<file path="config.mk">
export PLATFORM = sky130hd
export DESIGN_NAME = hsv_to_rgb_converter_core
export DESIGN_NICKNAME = d
export VERILOG_FILES = /design/src/rtl/h2r_pkg.sv /design/src/rtl/hsv_to_rgb_converter_core.sv /design/src/rtl/h2r_prep.sv /design/src/rtl/h2r_ramp.sv /design/src/rtl/h2r_mix.sv
export SDC_FILE = /design/constraint.sdc
export NUM_CORES = 1
export LEC_CHECK = 0
export BUFFER_PORTS_ARGS = -buffer_cell sky130_fd_sc_hd__buf_2
export CAP_MARGIN = 0
export CORE_MARGIN = 2
export CORE_UTILIZATION = 62
export DETAILED_ROUTE_END_ITERATION = 12
export PLACE_DENSITY = 0.79
export RECOVER_POWER = 25
export REMOVE_ABC_BUFFERS = 1
export SLEW_MARGIN = 20
export SYNTH_ARGS = -nofsm -noshare
export SYNTH_HDL_FRONTEND = slang
export SYNTH_HIERARCHICAL = 1
export SYNTH_SLANG_ARGS = --single-unit
export TNS_END_PERCENT = 1
</file>
<file path="constraint.sdc">
create_clock -name clk -period 7.2 [get_ports clk]
set_input_delay 0.72 -clock clk [delete_from_list [all_inputs] [get_ports clk]]
set_output_delay 0.72 -clock clk [all_outputs]
set_load 0.02 [all_outputs]
</file>
<file path="src/rtl/h2r_pkg.sv">
// ----------------------------------------------------------------------------
// h2r_pkg
// Shared types and constants of the HSV to RGB converter pipeline.
// ----------------------------------------------------------------------------
package h2r_pkg;

  localparam int HUE_W = 15;
  localparam int CH_W  = 8;
  localparam int LVL_W = 16;   // channel level with 8 fraction bits

  // Division by 15 as multiply by reciprocal: floor(y / 15) equals
  // (y * DIV15_MUL) >> DIV15_SH for every y below 2^20.
  localparam int             DIV15_SH    = 24;
  localparam int             DIV15_MUL_W = 21;
  localparam int             DIV15_IN_W  = 20;
  localparam logic [DIV15_MUL_W-1:0] DIV15_MUL = 21'd1118482;

  // Hue sectors of 60 degrees, named after the colors they run between.
  typedef enum logic [2:0] {
    SEC_RY = 3'd0,
    SEC_YG = 3'd1,
    SEC_GC = 3'd2,
    SEC_CB = 3'd3,
    SEC_BM = 3'd4,
    SEC_MR = 3'd5
  } h2r_sector_t;

  // Levels of one pixel once top and bottom are known.
  typedef struct packed {
    h2r_sector_t        sector;
    logic [CH_W-1:0]    top;
    logic [LVL_W-1:0]   bottom;
    logic [LVL_W-1:0]   span;
  } h2r_lvl_t;

  // Levels of one pixel once the ramp is known.
  typedef struct packed {
    h2r_sector_t        sector;
    logic [CH_W-1:0]    top;
    logic [LVL_W-1:0]   bottom;
    logic [LVL_W-1:0]   ramp;
  } h2r_mix_t;

endpackage

</file>
<file path="src/rtl/hsv_to_rgb_converter_core.sv">
// ----------------------------------------------------------------------------
// hsv_to_rgb_converter_core
// Streaming HSV to 8-bit RGB pixel converter, five pipeline stages.
// ----------------------------------------------------------------------------
// The converter takes one pixel request per clock while the output side is
// not stalled and returns one RGB result per request, in order, so throughput
// is then one pixel every cycle. The five register stages are hue sector
// search and saturation product, bottom level and span, span times phase, the
// reciprocal multiply that divides by the sector width, and the channel choice
// in the output register. Each stage carries its own valid bit and moves
// whenever the stage after it is empty or moving, so bubbles close up and
// in_tready stays high whenever any stage is free. A stall on out_tready holds
// every full stage with no bubble after it; nothing is dropped or duplicated.
// Hue is degrees times 2^HUE_FRAC_BITS and is saturated just below 360
// degrees; saturation and brightness run from 0 to 255. All levels keep 8
// fraction bits internally and each channel is truncated at the end. The
// block keeps no state between pixels and has no configuration.
// ----------------------------------------------------------------------------
module hsv_to_rgb_converter_core #(
  parameter int HUE_FRAC_BITS = 6
) (
  input  logic        clk,
  input  logic        rst_n,
  input  logic        in_tvalid,
  output logic        in_tready,
  input  logic [31:0] in_tdata,    // hue [14:0], saturation [22:15], brightness [30:23]
  output logic        out_tvalid,
  input  logic        out_tready,
  output logic [23:0] out_tdata    // red [7:0], green [15:8], blue [23:16]
);
  import h2r_pkg::*;

  localparam int PH_W = HUE_FRAC_BITS + 6;

  // Request fields as packed on the input bus.
  logic [HUE_W-1:0] hue;
  logic [CH_W-1:0]  saturation, brightness;

  // Handshakes between the three sections of the pipeline.
  logic             prep_valid, prep_ready, ramp_valid, ramp_ready;
  h2r_lvl_t         prep_lvl;
  logic [PH_W-1:0]  prep_phase;
  h2r_mix_t         ramp_mix;
  logic [CH_W-1:0]  red, green, blue;

  assign hue        = in_tdata[14:0];
  assign saturation = in_tdata[22:15];
  assign brightness = in_tdata[30:23];

  // Stages one and two: sector, phase, bottom level and span.
  h2r_prep #(
    .HUE_FRAC_BITS (HUE_FRAC_BITS)
  ) u_prep (
    .clk        (clk),
    .rst_n      (rst_n),
    .s_valid    (in_tvalid),
    .s_ready    (in_tready),
    .hue        (hue),
    .saturation (saturation),
    .brightness (brightness),
    .m_valid    (prep_valid),
    .m_ready    (prep_ready),
    .m_lvl      (prep_lvl),
    .m_phase    (prep_phase)
  );

  // Stages three and four: the ramp, span * phase / sector width.
  h2r_ramp #(
    .HUE_FRAC_BITS (HUE_FRAC_BITS)
  ) u_ramp (
    .clk     (clk),
    .rst_n   (rst_n),
    .s_valid (prep_valid),
    .s_ready (prep_ready),
    .s_lvl   (prep_lvl),
    .s_phase (prep_phase),
    .m_valid (ramp_valid),
    .m_ready (ramp_ready),
    .m_mix   (ramp_mix)
  );

  // Stage five: the sector picks top, bottom, rising or falling per channel.
  h2r_mix u_mix (
    .clk     (clk),
    .rst_n   (rst_n),
    .s_valid (ramp_valid),
    .s_ready (ramp_ready),
    .s_mix   (ramp_mix),
    .m_valid (out_tvalid),
    .m_ready (out_tready),
    .red     (red),
    .green   (green),
    .blue    (blue)
  );

  assign out_tdata = {blue, green, red};

endmodule

</file>
<file path="src/rtl/h2r_prep.sv">
// ----------------------------------------------------------------------------
// h2r_prep
// Two pipeline stages: hue sector and phase, then bottom level and span.
// ----------------------------------------------------------------------------
module h2r_prep #(
  parameter int HUE_FRAC_BITS = 6
) (
  input  logic                         clk,
  input  logic                         rst_n,
  input  logic                         s_valid,
  output logic                         s_ready,
  input  logic [h2r_pkg::HUE_W-1:0]    hue,
  input  logic [h2r_pkg::CH_W-1:0]     saturation,
  input  logic [h2r_pkg::CH_W-1:0]     brightness,
  output logic                         m_valid,
  input  logic                         m_ready,
  output h2r_pkg::h2r_lvl_t            m_lvl,
  output logic [HUE_FRAC_BITS+5:0]     m_phase
);
  import h2r_pkg::*;

  localparam int PH_W  = HUE_FRAC_BITS + 6;
  localparam int CMP_W = (HUE_W > HUE_FRAC_BITS + 9) ? HUE_W : HUE_FRAC_BITS + 9;
  localparam int SECT  = 60 * (1 << HUE_FRAC_BITS);
  localparam logic [CMP_W-1:0] LIMIT = CMP_W'(6 * SECT - 1);
  localparam logic [CMP_W-1:0] B1    = CMP_W'(SECT);
  localparam logic [CMP_W-1:0] B2    = CMP_W'(2 * SECT);
  localparam logic [CMP_W-1:0] B3    = CMP_W'(3 * SECT);
  localparam logic [CMP_W-1:0] B4    = CMP_W'(4 * SECT);
  localparam logic [CMP_W-1:0] B5    = CMP_W'(5 * SECT);

  logic                va_r, vb_r, adv_a, adv_b;
  logic [CMP_W-1:0]    hue_x, hue_c, base;
  h2r_sector_t         sec_nxt, sec_a_r;
  logic [PH_W-1:0]     ph_nxt, ph_a_r, ph_b_r;
  logic [CH_W-1:0]     top_a_r;
  logic [LVL_W-1:0]    prod_nxt, prod_a_r, tmp, bottom_nxt;
  h2r_lvl_t            lvl_nxt, lvl_b_r;

  assign adv_b   = !vb_r || m_ready;
  assign adv_a   = !va_r || adv_b;
  assign s_ready = adv_a;

  // Hue saturates just below 360 degrees, then the sector is found by compare.
  always_comb begin
    hue_x = CMP_W'(hue);
    hue_c = (hue_x > LIMIT) ? LIMIT : hue_x;
    if (hue_c >= B5) begin
      sec_nxt = SEC_MR;
      base    = B5;
    end else if (hue_c >= B4) begin
      sec_nxt = SEC_BM;
      base    = B4;
    end else if (hue_c >= B3) begin
      sec_nxt = SEC_CB;
      base    = B3;
    end else if (hue_c >= B2) begin
      sec_nxt = SEC_GC;
      base    = B2;
    end else if (hue_c >= B1) begin
      sec_nxt = SEC_YG;
      base    = B1;
    end else begin
      sec_nxt = SEC_RY;
      base    = '0;
    end
    ph_nxt   = PH_W'(hue_c - base);
    prod_nxt = {8'd0, brightness} * {8'd0, ~saturation};
  end

  // bottom = floor(256 * p / 255) = p + floor(p / 255); the quotient by 255
  // is exact for p up to 255 * 255.
  always_comb begin
    tmp            = prod_a_r + 16'd1 + {8'd0, prod_a_r[15:8]};
    bottom_nxt     = prod_a_r + {8'd0, tmp[15:8]};
    lvl_nxt.sector = sec_a_r;
    lvl_nxt.top    = top_a_r;
    lvl_nxt.bottom = bottom_nxt;
    lvl_nxt.span   = {top_a_r, 8'd0} - bottom_nxt;
  end

  always_ff @(posedge clk) begin
    if (!rst_n) begin
      va_r <= 1'b0;
      vb_r <= 1'b0;
    end else begin
      if (adv_a) va_r <= s_valid;
      if (adv_b) vb_r <= va_r;
    end
    if (adv_a && s_valid) begin
      sec_a_r  <= sec_nxt;
      ph_a_r   <= ph_nxt;
      top_a_r  <= brightness;
      prod_a_r <= prod_nxt;
    end
    if (adv_b && va_r) begin
      lvl_b_r <= lvl_nxt;
      ph_b_r  <= ph_a_r;
    end
  end

  assign m_valid = vb_r;
  assign m_lvl   = lvl_b_r;
  assign m_phase = ph_b_r;

endmodule

</file>
<file path="src/rtl/h2r_ramp.sv">
// ----------------------------------------------------------------------------
// h2r_ramp
// Two pipeline stages: span times phase, then division by the sector width.
// ----------------------------------------------------------------------------
module h2r_ramp #(
  parameter int HUE_FRAC_BITS = 6
) (
  input  logic                         clk,
  input  logic                         rst_n,
  input  logic                         s_valid,
  output logic                         s_ready,
  input  h2r_pkg::h2r_lvl_t            s_lvl,
  input  logic [HUE_FRAC_BITS+5:0]     s_phase,
  output logic                         m_valid,
  input  logic                         m_ready,
  output h2r_pkg::h2r_mix_t            m_mix
);
  import h2r_pkg::*;

  localparam int PH_W   = HUE_FRAC_BITS + 6;
  localparam int PROD_W = LVL_W + PH_W;
  localparam int SHIFT  = HUE_FRAC_BITS + 2;      // sector width is 15 << SHIFT
  localparam int Q_W    = DIV15_IN_W + DIV15_MUL_W;

  logic                  vc_r, vd_r, adv_c, adv_d;
  logic [PROD_W-1:0]     prod_c_r;
  h2r_lvl_t              lvl_c_r;
  logic [DIV15_IN_W-1:0] y;
  logic [Q_W-1:0]        q;
  h2r_mix_t              mix_nxt, mix_d_r;

  assign adv_d   = !vd_r || m_ready;
  assign adv_c   = !vc_r || adv_d;
  assign s_ready = adv_c;

  always_comb begin
    y              = prod_c_r[PROD_W-1:SHIFT];
    q              = {{DIV15_MUL_W{1'b0}}, y} * {{DIV15_IN_W{1'b0}}, DIV15_MUL};
    mix_nxt.sector = lvl_c_r.sector;
    mix_nxt.top    = lvl_c_r.top;
    mix_nxt.bottom = lvl_c_r.bottom;
    mix_nxt.ramp   = q[DIV15_SH +: LVL_W];
  end

  always_ff @(posedge clk) begin
    if (!rst_n) begin
      vc_r <= 1'b0;
      vd_r <= 1'b0;
    end else begin
      if (adv_c) vc_r <= s_valid;
      if (adv_d) vd_r <= vc_r;
    end
    if (adv_c && s_valid) begin
      prod_c_r <= {{PH_W{1'b0}}, s_lvl.span} * {{LVL_W{1'b0}}, s_phase};
      lvl_c_r  <= s_lvl;
    end
    if (adv_d && vc_r) begin
      mix_d_r <= mix_nxt;
    end
  end

  assign m_valid = vd_r;
  assign m_mix   = mix_d_r;

endmodule

</file>
<file path="src/rtl/h2r_mix.sv">
// ----------------------------------------------------------------------------
// h2r_mix
// Last stage: rising and falling levels, channel choice, output register.
// ----------------------------------------------------------------------------
module h2r_mix (
  input  logic                      clk,
  input  logic                      rst_n,
  input  logic                      s_valid,
  output logic                      s_ready,
  input  h2r_pkg::h2r_mix_t         s_mix,
  output logic                      m_valid,
  input  logic                      m_ready,
  output logic [h2r_pkg::CH_W-1:0]  red,
  output logic [h2r_pkg::CH_W-1:0]  green,
  output logic [h2r_pkg::CH_W-1:0]  blue
);
  import h2r_pkg::*;

  logic             ve_r, adv_e;
  logic [LVL_W-1:0] top_q, rise, fall, r_lv, g_lv, b_lv;
  logic [CH_W-1:0]  red_r, green_r, blue_r;

  assign adv_e   = !ve_r || m_ready;
  assign s_ready = adv_e;

  always_comb begin
    top_q = {s_mix.top, 8'd0};
    rise  = s_mix.bottom + s_mix.ramp;
    fall  = top_q - s_mix.ramp;
    case (s_mix.sector)
      SEC_RY: begin
        r_lv = top_q;        g_lv = rise;         b_lv = s_mix.bottom;
      end
      SEC_YG: begin
        r_lv = fall;         g_lv = top_q;        b_lv = s_mix.bottom;
      end
      SEC_GC: begin
        r_lv = s_mix.bottom; g_lv = top_q;        b_lv = rise;
      end
      SEC_CB: begin
        r_lv = s_mix.bottom; g_lv = fall;         b_lv = top_q;
      end
      SEC_BM: begin
        r_lv = rise;         g_lv = s_mix.bottom; b_lv = top_q;
      end
      default: begin
        r_lv = top_q;        g_lv = s_mix.bottom; b_lv = fall;
      end
    endcase
  end

  always_ff @(posedge clk) begin
    if (!rst_n) begin
      ve_r <= 1'b0;
    end else if (adv_e) begin
      ve_r <= s_valid;
    end
    if (adv_e && s_valid) begin
      red_r   <= r_lv[LVL_W-1:8];
      green_r <= g_lv[LVL_W-1:8];
      blue_r  <= b_lv[LVL_W-1:8];
    end
  end

  assign m_valid = ve_r;
  assign red     = red_r;
  assign green   = green_r;
  assign blue    = blue_r;

endmodule

</file>
==> impl_metrics.py, run 1 <==
metrics = {
    "logic_synthesis": {
        "synth.most_common_cell": "inv_1",
        "synth-async-reset-ratio": 0,
        "yosysWarnings": 6,
        "syn_area_sq_um": 21600,
        "syn_inst": 2063,
        "synth.largest_area_cell": "edfxtp_1",
        "yosysUniqueCellTypes": 104,
        "synth_commonest_cells": "323 x inv_1, 278 x ha_1, 211 x fa_1",
        "synth-edff-count": 207,
        "synth_ff_type": "edfxtp_1",
        "ys_top_cells_by_area": "edfxtp_1 29%, fa_1 20%, ha_1 16%, inv_1 5.6%, nand2_1 3.4%",
        "ys_seq_area_frac": 0.293,
        "synth_top_cell_area_share": 0.288,
        "synth_area_per_cell_sq_um": 10.5,
        "yosys_register_bits": 212,
    },
    "job": {
        "cap_viol_max_count": 0,
    },
    "critical_path": {
        "worstSetupStartpoint": "u_prep/m_lvl[16]$_DFFE_PP_",
        "cp_max_fo": 12,
        "r2r_start": "u_prep/m_lvl[16]$_DFFE_PP_",
        "crit_type": "flop to flop",
        "critPathLaunchType": "flop",
        "end_kind": "flop",
        "arrival_ns": 6.53,
        "worst_ep_required_time_ns": 7.47,
    },
    "clock_network": {
        "cts_made_buffers": 23,
        "post_cts_buffers": 0,
        "cts_resized": 0,
        "htree_levels": 1,
        "clockBufferDepth": 3,
        "numClockSinks": 212,
        "cts_tree": "done",
        "cts.clk_slew.worst_paths_ns": 0.06,
        "insertion_delay_ns": 0.52,
        "cts_hold_buf": 0,
        "clock-root-buffer": "clkbuf_16",
    },
    "floorplan": {
        "initial_core_util": 0.628,
        "fp.dieH_microns": 191,
        "core_area_sq_um": 34400,
        "rows": 68,
        "dieArea_sq_um": 36300,
        "io-pin-count": 62,
        "die_w_microns": 191,
    },
    "layout": {
        "areaGrowthSynthToFinish_pct": 6.88,
        "fin_area_sq_um": 23100,
        "final_nets": 2622,
        "antennaDiodeCount": 0,
        "drive_gt1_frac": 0.0733,
        "fillers": 2600,
    },
    "timing": {
        "fmax_mhz": 160,
        "rsz0062_at_grt": "false",
        "layout_setup_ws_ns": 0.944,
        "skew_ns": 0.0237,
        "min_period_ns": 6.26,
        "slew_viol_final": 0,
        "post-route-period-util": 0.869,
        "tightest_slew_ns": 1.14,
        "slew_headroom": 0.239,
        "hold_violations": 0,
        "finalSetupViolations": 0,
        "setup_tns_ns": 0,
    },
    "placed_design": {
        "gp_congestion": 0.911,
        "port_buffers": 60,
        "preCtsSetupSlack_ns": 1.16,
        "hpwl_mm": 35.2,
        "dpl_cell_area_sq_um": 22300,
    },
    "drt": {
        "drt_first_pass_iters": 6,
        "wirelength_mm": 44.6,
        "dr.first_iter.drc_count": 967,
        "viasPerCell": 5.82,
        "drt-wirelength-per-cell_microns": 17.3,
        "dr_total_vias": 15000,
        "drt_drc_violations_left": 0,
        "ant_nets": 0,
    },
    "global_route": {
        "grt_pass1_wl_mm": 74.5,
        "antenna_found_initial": 1,
        "grt_pass1_vias": 15400,
        "grt_max_degree": 55,
        "overflow": 0,
        "track_usage": 0.254,
    },
    "run_status": {
        "outcome": "complete, no violations",
    },
    "min_path": {
        "hp-start": "u_prep/m_lvl[35]$_DFFE_PP_",
        "min_path_type": "flop to flop",
    },
}
## path summary, 6_finish.rpt
kind	to	slack (ns)	cells past startpoint
min reg2reg	u_ramp/lvl_c_r[35]$_DFFE_PP_	0.40	0
max	u_ramp/prod_c_r[27]$_DFFE_PP_	0.94	19
max reg2reg	u_ramp/prod_c_r[27]$_DFFE_PP_	0.94	19
min	u_ramp/lvl_c_r[35]$_DFFE_PP_	0.40	0
## cells in the final DEF (no fill, tap or decap), types with 23 or more instances in the layout
cell type / n
nor2_1: 71
xnor2_1: 59
ha_1: 278
nand2b_1: 49
nand2_1: 197
fa_1: 211
nor3_1: 23
nor2b_1: 51
a21oi_1: 71
edfxtp_1: 207
inv_1: 323
o21ai_0: 48
xor2_1: 36
buf_2: 52
clkbuf_16: 23
and2_1: 72
## area by class of cell
| cell class | count | area, sq um | area share |
|---|---|---|---|
| inverter | 323 | 1210 | 0.0526 |
| clock inverter | 18 | 206 | 0.00895 |
| sequential | 212 | 6320 | 0.274 |
| timing repair buffer | 66 | 340 | 0.0148 |
| clock buffer | 24 | 579 | 0.0251 |
| multi-input combinational | 1471 | 13800 | 0.600 |
| tap | 455 | 569 | 0.0247 |
## kinds of logic (layout without fill, tap and decap cells)
family,count (synthesis),count (layout),synth area share
compound gates,314,314,0.105
xor+xnor,96,96,0.0393
simple gates,564,564,0.135
fa+ha+maj,490,490,0.358
buf+inv,380,431,0.0665
flops,212,212,0.293
mux,7,7,0.00331
## registers in the layout (all words and copies together), names as in the netlist
register,count
u_ramp/m_mix,43
u_mix/green,8
u_ramp/m_valid,1
u_mix/blue,8
u_prep/prod_a_r,16
u_prep/va_r,1
u_prep/sec_a_r,3
u_prep/m_phase,12
u_mix/m_valid,1
u_prep/top_a_r,8
u_mix/red,8
u_prep/m_lvl,42
u_ramp/prod_c_r,20
u_ramp/vc_r,1
u_prep/m_valid,1
u_ramp/lvl_c_r,27
u_prep/ph_a_r,12
## routing by layer
| layer | vias to the layer above | part of all wire | GRT usage | wire length, microns |
|---|---|---|---|---|
| li1 | 7040 | - | - | - |
| met1 | 7354 | 0.43 | 0.342 | 19300 |
| met2 | 472 | 0.49 | 0.431 | 21700 |
| met3 | 85 | 0.055 | 0.0322 | 2450 |
| met4 | 2 | 0.024 | 0.0778 | 1060 |
| met5 | - | 0.00029 | 0 | 13 |
## worst max-delay path, stage by stage (launching register included)
cell and delay, ns:
edfxtp_1 0.32, clkbuf_1 0.54, nand2_1 0.17, fa_1 0.54, fa_1 0.55, inv_1 0.06
fa_1 0.52, fa_1 0.55, inv_1 0.05, fa_1 0.52, inv_1 0.04, ha_1 0.34
and4_4 0.22, and2_1 0.15, o41ai_1 0.53, a21oi_2 0.15, a211oi_2 0.36, o21bai_2 0.13
a21oi_2 0.18, xnor2_1 0.09
## metrics by stage
stage                     utilization  hold slack, ns  cells
after CTS                       0.671           0.401   2567
after floorplan                     -           0.400   2006
final                           0.671           0.396   2569
after global routing            0.671           0.395   2569
after global placement          0.648           0.401   2525
after detailed placement        0.648           0.405   2525
Power of run 1 is left out: the tool's default activity adds up to more than one toggle a clock period on the data nets, which glitch-free logic cannot reach.
==> run 2: changes to the inputs <==
GPL_TIMING_DRIVEN = 0   (was unset)
clock period = 7.8 ns   (was 7.2 ns; I/O delays follow)
==> impl_metrics.py, run 2 (same netlist as run 1, synthesis figures left out) <==
metrics = {
    "run_status": {
        "outcome": "complete, no violations",
    },
    "critical_path": {
        "end_kind": "flop",
        "crit_type": "flop to flop",
        "worst_ep_required_time_ns": 8.06,
        "critPathLaunchType": "flop",
        "arrival_ns": 6.25,
        "cpPeakStageDelay_ns": 0.64,
        "worstPathCellList": "and2_1 > fa_1 > inv_1 > fa_1 > inv_1 > fa_1 > fa_1 > inv_1 > fa_1 > inv_1 > ha_1 > and4_4 > and2_1 > o41ai_1 > a21oi_2 > a21oi_2 > inv_1 > a31o_2 > xor2_1",
        "cp_max_fo": 12,
        "crit_path_top_delay_cell": "edfxtp_1",
        "r2r_cells": 19,
        "ff2ff_setup_slack_ns": 1.81,
    },
    "timing": {
        "rsz0062_at_grt": "false",
        "fmax_mhz": 167,
        "post-route-period-util": 0.768,
        "hold_violations": 0,
        "slew_headroom": 0.167,
        "finalSetupViolations": 0,
        "skew_ns": 0.0128,
        "tightest_slew_ns": 1.25,
        "setup_tns_ns": 0,
        "min_period_ns": 5.99,
        "slew_viol_final": 0,
        "hold_ws_ns": 0.410,
    },
    "layout": {
        "drive_gt1_frac": 0.0719,
        "fillers": 2563,
        "final_nets": 2622,
        "antennaDiodeCount": 0,
        "largest_reg_flops": 43,
        "areaGrowthSynthToFinish_pct": 6.98,
        "layout_commonest_cell": "inv_1",
        "final_cell_mix": "323 x inv_1, 278 x ha_1, 211 x fa_1",
    },
    "global_route": {
        "antenna_found_initial": 0,
        "track_usage": 0.249,
        "grt_max_degree": 37,
        "grt_pass1_wl_mm": 73.4,
        "grt_pass1_vias": 15300,
        "overflow": 0,
    },
    "placed_design": {
        "gp_congestion": 0.886,
        "hpwl_mm": 34.7,
        "port_buffers": 60,
    },
    "drt": {
        "drt_drc_violations_left": 0,
        "ant_nets": 0,
        "drt-wirelength-per-cell_microns": 17.2,
        "dr_total_vias": 14900,
        "dr.first_iter.drc_count": 742,
        "drt_first_pass_iters": 5,
        "viasPerCell": 5.82,
        "wirelength_mm": 44.1,
    },
    "clock_network": {
        "insertion_delay_ns": 0.52,
        "cts_tree": "done",
        "clock-root-buffer": "clkbuf_16",
        "post_cts_buffers": 0,
        "numClockSinks": 212,
        "cts.clk_slew.worst_paths_ns": 0.06,
        "cts_hold_buf": 0,
        "cts_resized": 0,
        "htree_levels": 1,
        "clockBufferDepth": 3,
        "cts_made_buffers": 23,
    },
    "floorplan": {
        "io-pin-count": 62,
        "core_area_sq_um": 34400,
        "fp.dieH_microns": 191,
        "dieArea_sq_um": 36300,
        "rows": 68,
        "die_w_microns": 191,
        "initial_core_util": 0.628,
    },
    "min_path": {
        "min_path_type": "flop to flop",
        "whs_path_depth": 0,
    },
    "job": {
        "cap_viol_max_count": 0,
    },
}
==> run 2: cell count changes in the layout (fill, tap and decap cells not counted) <==
cell	before	now
buf_4	3	0
buf_16	0	2
buf_12	1	4
inv_8	3	2
and2_1	72	73
clkinv_1	4	6
clkinv_8	1	0
bufinv_16	3	1
clkinvlp_4	2	0
clkinv_2	2	3
and2_2	6	5
inv_16	0	1
==> run 2: critical path, delay by kind of cell (launching register included) <==
family	cells	cell delay (ns)
buffers and inverters	5	0.28
DFF	1	0.64
xor gates and xnor gates	1	0.14
and+or+nand+nor	3	0.68
adders and majority gates	6	2.91
AOI/OAI and AO/OA	4	1.10
==> run 2: routing by layer <==
layer | wire, microns | share of wire | track usage
met1 | 18700 | 0.42 | 0.332
met2 | 21700 | 0.49 | 0.434
met3 | 2530 | 0.057 | 0.0326
met4 | 1100 | 0.025 | 0.0617
met5 | 0 | 0 | 0
==> run 2: metrics by stage <==
stage	std cells	utilization	setup WS (ns)	cell area, sq um
3_3_place_gp	2521	0.646	1.91	22200
2_1_floorplan	2006	-	2.31	21400
5_1_grt	2569	0.671	1.48	23100
3_5_place_dp	2526	0.650	1.83	22300
4_1_cts	2568	0.671	1.82	23100
6_report	2569	0.671	1.81	23100
==> run 2: final cells by class <==
type / count / area (sq um) / share of cell area
inverters: 323 / 1210 / 0.0525
repair buffers: 66 / 425 / 0.0184
multi-input cells: 1471 / 13800 / 0.599
clock buffers: 26 / 587 / 0.0254
well taps: 455 / 569 / 0.0247
clock inverters: 16 / 136 / 0.00591
flip-flops and latches: 212 / 6320 / 0.274
==> run 2: worst paths after layout <==
path	start	to
worst min-delay path	u_prep/m_lvl[32]$_DFFE_PP_	u_ramp/lvl_c_r[32]$_DFFE_PP_
worst max-delay path	u_prep/m_lvl[3]$_DFFE_PP_	u_ramp/prod_c_r[23]$_DFFE_PP_
worst min register to register	u_prep/m_lvl[32]$_DFFE_PP_	u_ramp/lvl_c_r[32]$_DFFE_PP_
worst max register to register	u_prep/m_lvl[3]$_DFFE_PP_	u_ramp/prod_c_r[23]$_DFFE_PP_
Power of run 2 is left out for the same reason.
